--- config.mk ---
export PLATFORM = sky130hd
export DESIGN_NAME = dc_clock_sync_pi
export DESIGN_NICKNAME = d
export VERILOG_FILES = /design/src/hw/rtl/dcs_pkg.sv /design/src/hw/rtl/dcs_mul.sv /design/src/hw/rtl/dc_clock_sync_pi.sv
export SDC_FILE = /design/constraint.sdc
export NUM_CORES = 2
export LEC_CHECK = 0
export ABC_AREA = 0
export ABC_CLOCK_PERIOD_IN_PS = 25000
export BUFFER_PORTS_ARGS = -buffer_cell sky130_fd_sc_hd__buf_2
export CORE_AREA = 2 2 395 397
export DETAILED_ROUTE_END_ITERATION = 8
export DIE_AREA = 0 0 397 399
export PLACE_DENSITY = 0.72
export SKIP_LAST_GASP = 1
export SLEW_MARGIN = 30
export SYNTH_ARGS = -nofsm -noshare
export SYNTH_HDL_FRONTEND = slang
export SYNTH_SLANG_ARGS = --single-unit
--- constraint.sdc ---
create_clock -name clk -period 25 [get_ports clk]
set_input_delay 3.75 -clock clk [delete_from_list [all_inputs] [get_ports clk]]
set_output_delay 3.75 -clock clk [all_outputs]
set_load 0.01 [all_outputs]
--- src/hw/rtl/dcs_pkg.sv ---
// Shared types and constants for the distributed-clock PI phase lock.
// Used by dcs_mul and dc_clock_sync_pi; depends on nothing.
package dcs_pkg;

	// integral accumulator width (valid range 32..64)
	localparam int INTEGRAL_WIDTH = 48;

	// register file
	localparam int CFG_IDX_W  = 3;
	localparam int CFG_DATA_W = 32;
	localparam logic [CFG_IDX_W-1:0] REG_SYNC_OFFSET  = 3'd0;
	localparam logic [CFG_IDX_W-1:0] REG_CYCLE_TIME   = 3'd1;
	localparam logic [CFG_IDX_W-1:0] REG_P_GAIN       = 3'd2;
	localparam logic [CFG_IDX_W-1:0] REG_I_GAIN       = 3'd3;
	localparam logic [CFG_IDX_W-1:0] REG_WARMUP_COUNT = 3'd4;

	localparam logic [29:0] SYNC_OFFSET_RST  = 30'd500000;
	localparam logic [29:0] CYCLE_TIME_RST   = 30'd1000000;
	localparam logic [31:0] P_GAIN_RST       = 32'd42949673;
	localparam logic [31:0] I_GAIN_RST       = 32'd85899;
	localparam logic [31:0] WARMUP_COUNT_RST = 32'd2000;

	// stream payload widths
	localparam int IN_TDATA_W  = 96;
	localparam int OUT_TDATA_W = 160;

	// restoring remainder: one dividend bit per cycle
	localparam int DIV_STEPS = 64;
	localparam int DIV_CNT_W = $clog2(DIV_STEPS);

	// integral product magnitude limit, beyond any 32-bit result
	localparam logic [40:0] MUL_CLAMP = 41'h100_0000_0000;

	typedef enum logic [3:0] {
		ST_IDLE,
		ST_DIV,
		ST_FIX,
		ST_INTEG,
		ST_MUL_LO,
		ST_MUL_HI,
		ST_SUM,
		ST_DONE
	} state_t;

	typedef struct packed {
		logic [31:0] a;
		logic [31:0] b;
	} mul_req_t;

endpackage

--- src/hw/rtl/dcs_mul.sv ---
// Shared 32x32 unsigned multiplier with registered product.
// Depends on dcs_pkg (mul_req_t).
module dcs_mul (
	input  logic              clk,
	input  dcs_pkg::mul_req_t req,
	output logic [63:0]       prod_q
);
	import dcs_pkg::*;

	always_ff @(posedge clk) begin
		prod_q <= 64'(req.a) * 64'(req.b);
	end

endmodule

--- src/hw/rtl/dc_clock_sync_pi.sv ---
// PI phase lock for a distributed-clock cycle: remainder, integral, statistics, correction.
// Sequence per input beat: accept, 64 remainder steps, fix, integral, two multiply steps, sum,
// output load; m_tvalid is registered from the output load.
// A new beat is accepted only once the previous result is loaded; a held result stalls the last
// step. One shared multiplier serves the P term and both integral halves.
// Reset (arst_n low, async): default registers, integral and statistics clear; depends on dcs_pkg.
module dc_clock_sync_pi (
	input  logic                                clk,
	input  logic                                arst_n,
	// config write port
	input  logic                                cfg_we,
	input  logic [dcs_pkg::CFG_IDX_W-1:0]       cfg_index,
	input  logic [dcs_pkg::CFG_DATA_W-1:0]      cfg_data,
	// input stream
	input  logic                                s_tvalid,
	output logic                                s_tready,
	input  logic [dcs_pkg::IN_TDATA_W-1:0]      s_tdata,  // ref_time[62:0], cycle_count[94:63], pad
	// result stream
	output logic                                m_tvalid,
	input  logic                                m_tready,
	output logic [dcs_pkg::OUT_TDATA_W-1:0]     m_tdata   // offset_ns[31:0], phase_error[62:32],
	                                                       // max_abs_error[92:63],
	                                                       // abs_error_sum[155:93], pad
);
	import dcs_pkg::*;

	localparam int IW = INTEGRAL_WIDTH;

	// config registers
	logic [29:0] sync_offset_q;
	logic [29:0] cycle_time_q;
	logic [31:0] p_gain_q;
	logic [31:0] i_gain_q;
	logic [31:0] warmup_count_q;

	// sequencer and work registers
	state_t                 state_q, state_d;
	logic [DIV_CNT_W-1:0]   div_cnt_q;
	logic                   sign_q;      // dividend negative
	logic [63:0]            mag_q;       // dividend magnitude, shifted out MSB first
	logic [29:0]            rem_q;
	logic [31:0]            count_q;
	logic signed [30:0]     err_q;
	logic signed [31:0]     pterm_q;
	logic [31:0]            lo_term_q;
	logic [40:0]            iterm_mag_q;

	// persistent state
	logic signed [IW-1:0]   integral_q;
	logic [29:0]            peak_q;
	logic [62:0]            total_q;

	// result register
	logic                   out_valid_q;
	logic signed [31:0]     out_offset_q;
	logic signed [30:0]     out_error_q;
	logic [29:0]            out_peak_q;
	logic [62:0]            out_total_q;

	// shared multiplier
	mul_req_t    mul_req;
	logic [63:0] mul_prod;

	dcs_mul u_mul (
		.clk    (clk),
		.req    (mul_req),
		.prod_q (mul_prod)
	);

	logic in_beat, out_free;
	assign in_beat  = s_tvalid && s_tready;
	assign out_free = !out_valid_q || m_tready;

	// ---- combinational datapath ----
	// dividend = ref_time - sync_offset, always fits signed 64
	logic [63:0] dividend;
	logic [63:0] dividend_mag;
	assign dividend     = 64'(s_tdata[62:0]) - 64'(sync_offset_q);
	assign dividend_mag = dividend[63] ? (~dividend + 64'd1) : dividend;

	// one restoring step
	logic [30:0] rem_trial, rem_step;
	assign rem_trial = {rem_q, mag_q[63]};
	assign rem_step  = (rem_trial >= {1'b0, cycle_time_q}) ?
		(rem_trial - {1'b0, cycle_time_q}) : rem_trial;

	// signed remainder, wrap above half a cycle, negate
	logic signed [31:0] rem_s, delta_a, delta_b, half_s, ct_s, err_full;
	always_comb begin
		rem_s    = $signed({2'b00, rem_q});
		half_s   = $signed({3'b000, cycle_time_q[29:1]});
		ct_s     = $signed({2'b00, cycle_time_q});
		delta_a  = sign_q ? -rem_s : rem_s;
		delta_b  = (delta_a > half_s) ? (delta_a - ct_s) : delta_a;
		err_full = (cycle_time_q == '0) ? 32'sd0 : -delta_b;
	end

	// saturating integral update
	logic signed [IW:0]   integ_sum;
	logic signed [IW-1:0] integ_next;
	always_comb begin
		integ_sum = (IW+1)'(integral_q) + (IW+1)'(err_q);
		if (integ_sum[IW] != integ_sum[IW-1])
			integ_next = integ_sum[IW] ? {1'b1, {(IW-1){1'b0}}} : {1'b0, {(IW-1){1'b1}}};
		else
			integ_next = integ_sum[IW-1:0];
	end

	// statistics
	logic [30:0] abs_full;
	logic [29:0] abs_err;
	logic [63:0] total_sum;
	assign abs_full  = err_q[30] ? 31'(-err_q) : 31'(err_q);
	assign abs_err   = abs_full[29:0];
	assign total_sum = 64'(total_q) + 64'(abs_err);

	// integral magnitude split into two 32-bit halves
	logic [IW-1:0] imag;
	logic [63:0]   imag64;
	assign imag   = integral_q[IW-1] ? IW'(-integral_q) : IW'(integral_q);
	assign imag64 = 64'(imag);

	// integral product: hi*g + (lo*g >> 32), clamped
	logic [64:0] iterm_sum;
	assign iterm_sum = 65'(mul_prod) + 65'(lo_term_q);

	// final correction, saturated to 32-bit signed
	logic signed [41:0] iterm_s, corr;
	logic signed [31:0] corr_sat;
	always_comb begin
		iterm_s = integral_q[IW-1] ? -$signed({1'b0, iterm_mag_q}) : $signed({1'b0, iterm_mag_q});
		corr    = iterm_s + 42'(pterm_q);
		if (corr > 42'sd2147483647)
			corr_sat = 32'sh7FFF_FFFF;
		else if (corr < -42'sd2147483648)
			corr_sat = 32'sh8000_0000;
		else
			corr_sat = corr[31:0];
	end

	// ---- sequencer: next state ----
	always_comb begin
		state_d = state_q;
		case (state_q)
			ST_IDLE:   if (in_beat) state_d = ST_DIV;
			ST_DIV:    if (div_cnt_q == '0) state_d = ST_FIX;
			ST_FIX:    state_d = ST_INTEG;
			ST_INTEG:  state_d = ST_MUL_LO;
			ST_MUL_LO: state_d = ST_MUL_HI;
			ST_MUL_HI: state_d = ST_SUM;
			ST_SUM:    state_d = ST_DONE;
			ST_DONE:   if (out_free) state_d = ST_IDLE;
			default:   state_d = ST_IDLE;
		endcase
	end

	// ---- sequencer: outputs ----
	always_comb begin
		s_tready  = 1'b0;
		mul_req.a = 32'(abs_err);
		mul_req.b = p_gain_q;
		case (state_q)
			ST_IDLE:   s_tready = 1'b1;
			ST_INTEG:  begin
				mul_req.a = 32'(abs_err);
				mul_req.b = p_gain_q;
			end
			ST_MUL_LO: begin
				mul_req.a = imag64[31:0];
				mul_req.b = i_gain_q;
			end
			ST_MUL_HI: begin
				mul_req.a = imag64[63:32];
				mul_req.b = i_gain_q;
			end
			default:   ;
		endcase
	end

	// ---- control registers ----
	always_ff @(posedge clk or negedge arst_n) begin
		if (!arst_n) begin
			state_q        <= ST_IDLE;
			sync_offset_q  <= SYNC_OFFSET_RST;
			cycle_time_q   <= CYCLE_TIME_RST;
			p_gain_q       <= P_GAIN_RST;
			i_gain_q       <= I_GAIN_RST;
			warmup_count_q <= WARMUP_COUNT_RST;
			integral_q     <= '0;
			peak_q         <= '0;
			total_q        <= '0;
			out_valid_q    <= 1'b0;
		end else begin
			state_q <= state_d;
			if (cfg_we) begin
				case (cfg_index)
					REG_SYNC_OFFSET:  sync_offset_q  <= cfg_data[29:0];
					REG_CYCLE_TIME:   cycle_time_q   <= cfg_data[29:0];
					REG_P_GAIN:       p_gain_q       <= cfg_data;
					REG_I_GAIN:       i_gain_q       <= cfg_data;
					REG_WARMUP_COUNT: warmup_count_q <= cfg_data;
					default:          ;
				endcase
			end
			if (state_q == ST_INTEG) begin
				integral_q <= integ_next;
				if (count_q > warmup_count_q) begin
					if (abs_err > peak_q)
						peak_q <= abs_err;
					total_q <= total_sum[63] ? {63{1'b1}} : total_sum[62:0];
				end
			end
			if (state_q == ST_DONE && out_free)
				out_valid_q <= 1'b1;
			else if (m_tready)
				out_valid_q <= 1'b0;
		end
	end

	// ---- payload registers ----
	always_ff @(posedge clk) begin
		case (state_q)
			ST_IDLE: begin
				sign_q    <= dividend[63];
				mag_q     <= dividend_mag;
				count_q   <= s_tdata[94:63];
				rem_q     <= '0;
				div_cnt_q <= DIV_CNT_W'(DIV_STEPS - 1);
			end
			ST_DIV: begin
				rem_q     <= rem_step[29:0];
				mag_q     <= {mag_q[62:0], 1'b0};
				div_cnt_q <= div_cnt_q - 1'b1;
			end
			ST_FIX:    err_q <= err_full[30:0];
			ST_MUL_LO: pterm_q <= err_q[30] ? -$signed({2'b00, mul_prod[61:32]})
			                                :  $signed({2'b00, mul_prod[61:32]});
			ST_MUL_HI: lo_term_q <= mul_prod[63:32];
			ST_SUM:    iterm_mag_q <= (iterm_sum > 65'(MUL_CLAMP)) ? MUL_CLAMP : iterm_sum[40:0];
			ST_DONE: begin
				if (out_free) begin
					out_offset_q <= corr_sat;
					out_error_q  <= err_q;
					out_peak_q   <= peak_q;
					out_total_q  <= total_q;
				end
			end
			default: ;
		endcase
	end

	assign m_tvalid = out_valid_q;
	assign m_tdata  = {4'b0000, out_total_q, out_peak_q, out_error_q, out_offset_q};

`ifndef SYNTHESIS
	// one beat in flight: no second accept right after a first
	a_single_item: assert property (@(posedge clk) disable iff (!arst_n)
		in_beat |=> !s_tready)
		else $error("input accepted while item in flight");

	// a result appears only out of the final sequencer step
	a_result_src: assert property (@(posedge clk) disable iff (!arst_n)
		$rose(m_tvalid) |-> $past(state_q == ST_DONE))
		else $error("result raised outside final step");

	// remainder loop ends after its last step
	a_div_exit: assert property (@(posedge clk) disable iff (!arst_n)
		(state_q == ST_DIV && div_cnt_q == '0) |=> state_q == ST_FIX)
		else $error("remainder loop did not terminate");
`endif

endmodule
==> flow_metrics.tcl <==
set metrics [dict create \
    die_height_um 399 \
    wl_per_cell_um 22.40 \
    final_cell_mix "1205 x inv_1, 1103 x nand2_1, 903 x fa_1" \
    path_common_cell "fa_1" \
    preCtsSetupSlack_ns 12.45 \
    cts_buffers 87 \
    worstPathMaxFanout 9 \
    synthArstFlopShare_pct 38.10 \
    die_w_um 397 \
    cts_tree "done" \
    viasPerCell 6.009 \
    cp_slowest_cell "o21a_1" \
    crit_path_max_incr_delay_ns 0.83 \
    post_dp_cell_area_um2 87910 \
    dp.cells 11310 \
    synth.avg_cell_area_um2 9.083 \
    status "finished clean" \
    cts_buffer_depth 3 \
    cts_hold_buf 0 \
    syn-instance-count 9262 \
    synthTopCellsByArea "fa_1 21%, edfxtp_1 15%, ha_1 9.0%, dfrtp_1 7.7%, inv_1 5.4%" \
    dr.first_iter.drc_count 5990 \
    cts_setup_buffers 0 \
    io_buffers 292 \
    io_pins 298 \
    grt_pass1_wl_um 398900 \
    hold_class "reg -> reg" \
    synth_top_area_share_pct 21.49 \
    syn-cell-area_um2 84130 \
    slew_headroom_pct 20.55 \
    fin_crit_ns 12.90 \
    maxSlewViolCount 0 \
    area_delta_synth_final_pct 8.151 \
    antenna_found_initial 8 \
    clock_latency_ns 0.78 \
    cpLargestDelayFamily "adder cells" \
    rsz0062_at_grt "no" \
    firstDrtPassIters 7 \
    place.gp.congestion 0.9900 \
    grt_start_max_net_pins 124 \
    ys_seq_elements 790 \
    final_common_cell "inv_1" \
    drv_cap 0 \
    drc 0 \
    vias 68980 \
    routed_wl_um 257200 \
    synth_flop_cell "edfxtp_1" \
    cp-start-kind "register" \
    finalHoldViolations 0 \
    fin_setup_tns_ns 0 \
    synthDistinctLibCells 114 \
    place_hpwl_um 193900 \
    root_buffer "clkbuf_16" \
    fin_area_um2 90990 \
    critPathArrivalTime_ns 13.54 \
    tightest_slew_ns 1.188 \
    yosys_warnings 0 \
    synth-seq-area-share_pct 25.71 \
    critPathCaptureType "register" \
    crit_buf_inv 3 \
    required_ns 25.64 \
    worst_clock_skew_ns 0.1107 \
    grt_overflow_total 0 \
    yosys.area.top_type "fa_1" \
    dieArea_um2 158400 \
    drive_gt1_share_pct 9.245 \
    cts_sinks 790 \
    fmax_ghz 0.07749 \
    fin_crit_sh_pct 51.62 \
    grtUsageTotal_pct 32.61 \
    cts.reportedPaths.clkPinSlew_ns 0.07 \
    finalSetupViolations 0 \
    rows 144 \
    core-area_um2 153700 \
    ant_nets 0 \
    nets 11000 \
    cts.htree.levels 3 \
    crit_type "reg -> reg" \
    start_util_pct 54.74 \
    grt_pass1_vias 69810 \
    ctsResizeCount 0 \
    instances_no_fill 11480 \
    finalWorstSetupSlack_ns 12.10 \
    synth_edf_count 425 \
]
==> layout make-up <==
cell class / instances / area, µm²
clock inverters: 56 / 675.6
well taps: 2044 / 2557
flip-flops and latches: 790 / 21630
fillers: 13330 / 62700
clock buffers: 108 / 2317
multi-input cells: 6843 / 56710
repair buffers: 429 / 2560
inverters: 1206 / 4527
diodes: 4 / 10.01
==> logic make-up (layout without fill, tap and decap cells) <==
| family | Yosys count | count (layout) | synth area share [%] |
|---|---|---|---|
| AO/OA/AOI/OAI | 1736 | 1736 | 12.90 |
| other | 1 | 8 | 0.004457 |
| multiplexers | 178 | 178 | 2.295 |
| buffers and inverters | 1632 | 1799 | 7.406 |
| flip-flops | 790 | 790 | 25.71 |
| adder cells (fa/ha/maj) | 1521 | 1521 | 30.64 |
| XOR/XNOR | 536 | 536 | 5.589 |
| AND/OR/NAND/NOR | 2868 | 2868 | 15.46 |
==> Yosys cell counts, types with 109 or more instances <==
cell type / n
nand2b_1: 109
xnor2_1: 365
ha_1: 605
fa_1: 903
nand3_1: 133
o21ai_0: 532
a21o_1: 170
dfrtp_1: 258
nand2_1: 1113
inv_1: 1206
xor2_1: 170
clkbuf_1: 368
edfxtp_1: 425
nor2_1: 880
a21oi_1: 426
==> metrics by stage <==
stage | hold WS, ns | utilization, %
2_1_floorplan | 0.4029 | -
3_3_place_gp | 0.4438 | 57.15
3_5_place_dp | 0.4406 | 57.20
4_1_cts | 0.4566 | 59.15
5_1_grt | 0.4788 | 59.20
6_report | 0.4514 | 59.20
==> state kept, by name, summed over array words and instances, names as in the netlist, 31 cells and up <==
register,count
count_q,32
err_q,31
out_error_q,31
mag_q,64
p_gain_q,32
total_q,63
out_offset_q,32
out_total_q,63
integral_q,48
warmup_count_q,32
u_mul.prod_q,64
i_gain_q,32
pterm_q,32
lo_term_q,32
iterm_mag_q,41
==> metal layers <==
metal,GRT usage [%],vias up,routed length [µm]
met5,0,-,13
met4,17.86,2,16850
met3,7.538,840,24930
met2,51.84,3141,115600
met1,41.32,33890,99780
li1,-,31100,-
==> worst paths after layout <==
path	depth (start not counted)	startpoint	slack [ns]	end
worst max-delay path	34	integral_q[17]$_DFFE_PN0P_	12.10	u_mul.prod_q[62]$_DFF_P_
worst min-delay path	0	peak_q[14]$_DFFE_PN0P_	0.45	out_peak_q[14]$_DFFE_PP_
worst max register to register	34	integral_q[17]$_DFFE_PN0P_	12.10	u_mul.prod_q[62]$_DFF_P_
worst min register to register	0	peak_q[14]$_DFFE_PN0P_	0.45	out_peak_q[14]$_DFFE_PP_
max in group asynchronous	3	arst_n	19.97	integral_q[21]$_DFFE_PN0P_
min in group asynchronous	1	arst_n	3.01	sync_offset_q[11]$_DFFE_PN0P_
Power is left out: the tool's default activity adds up to more than one toggle a clock period on the data nets, which glitch-free logic cannot reach.
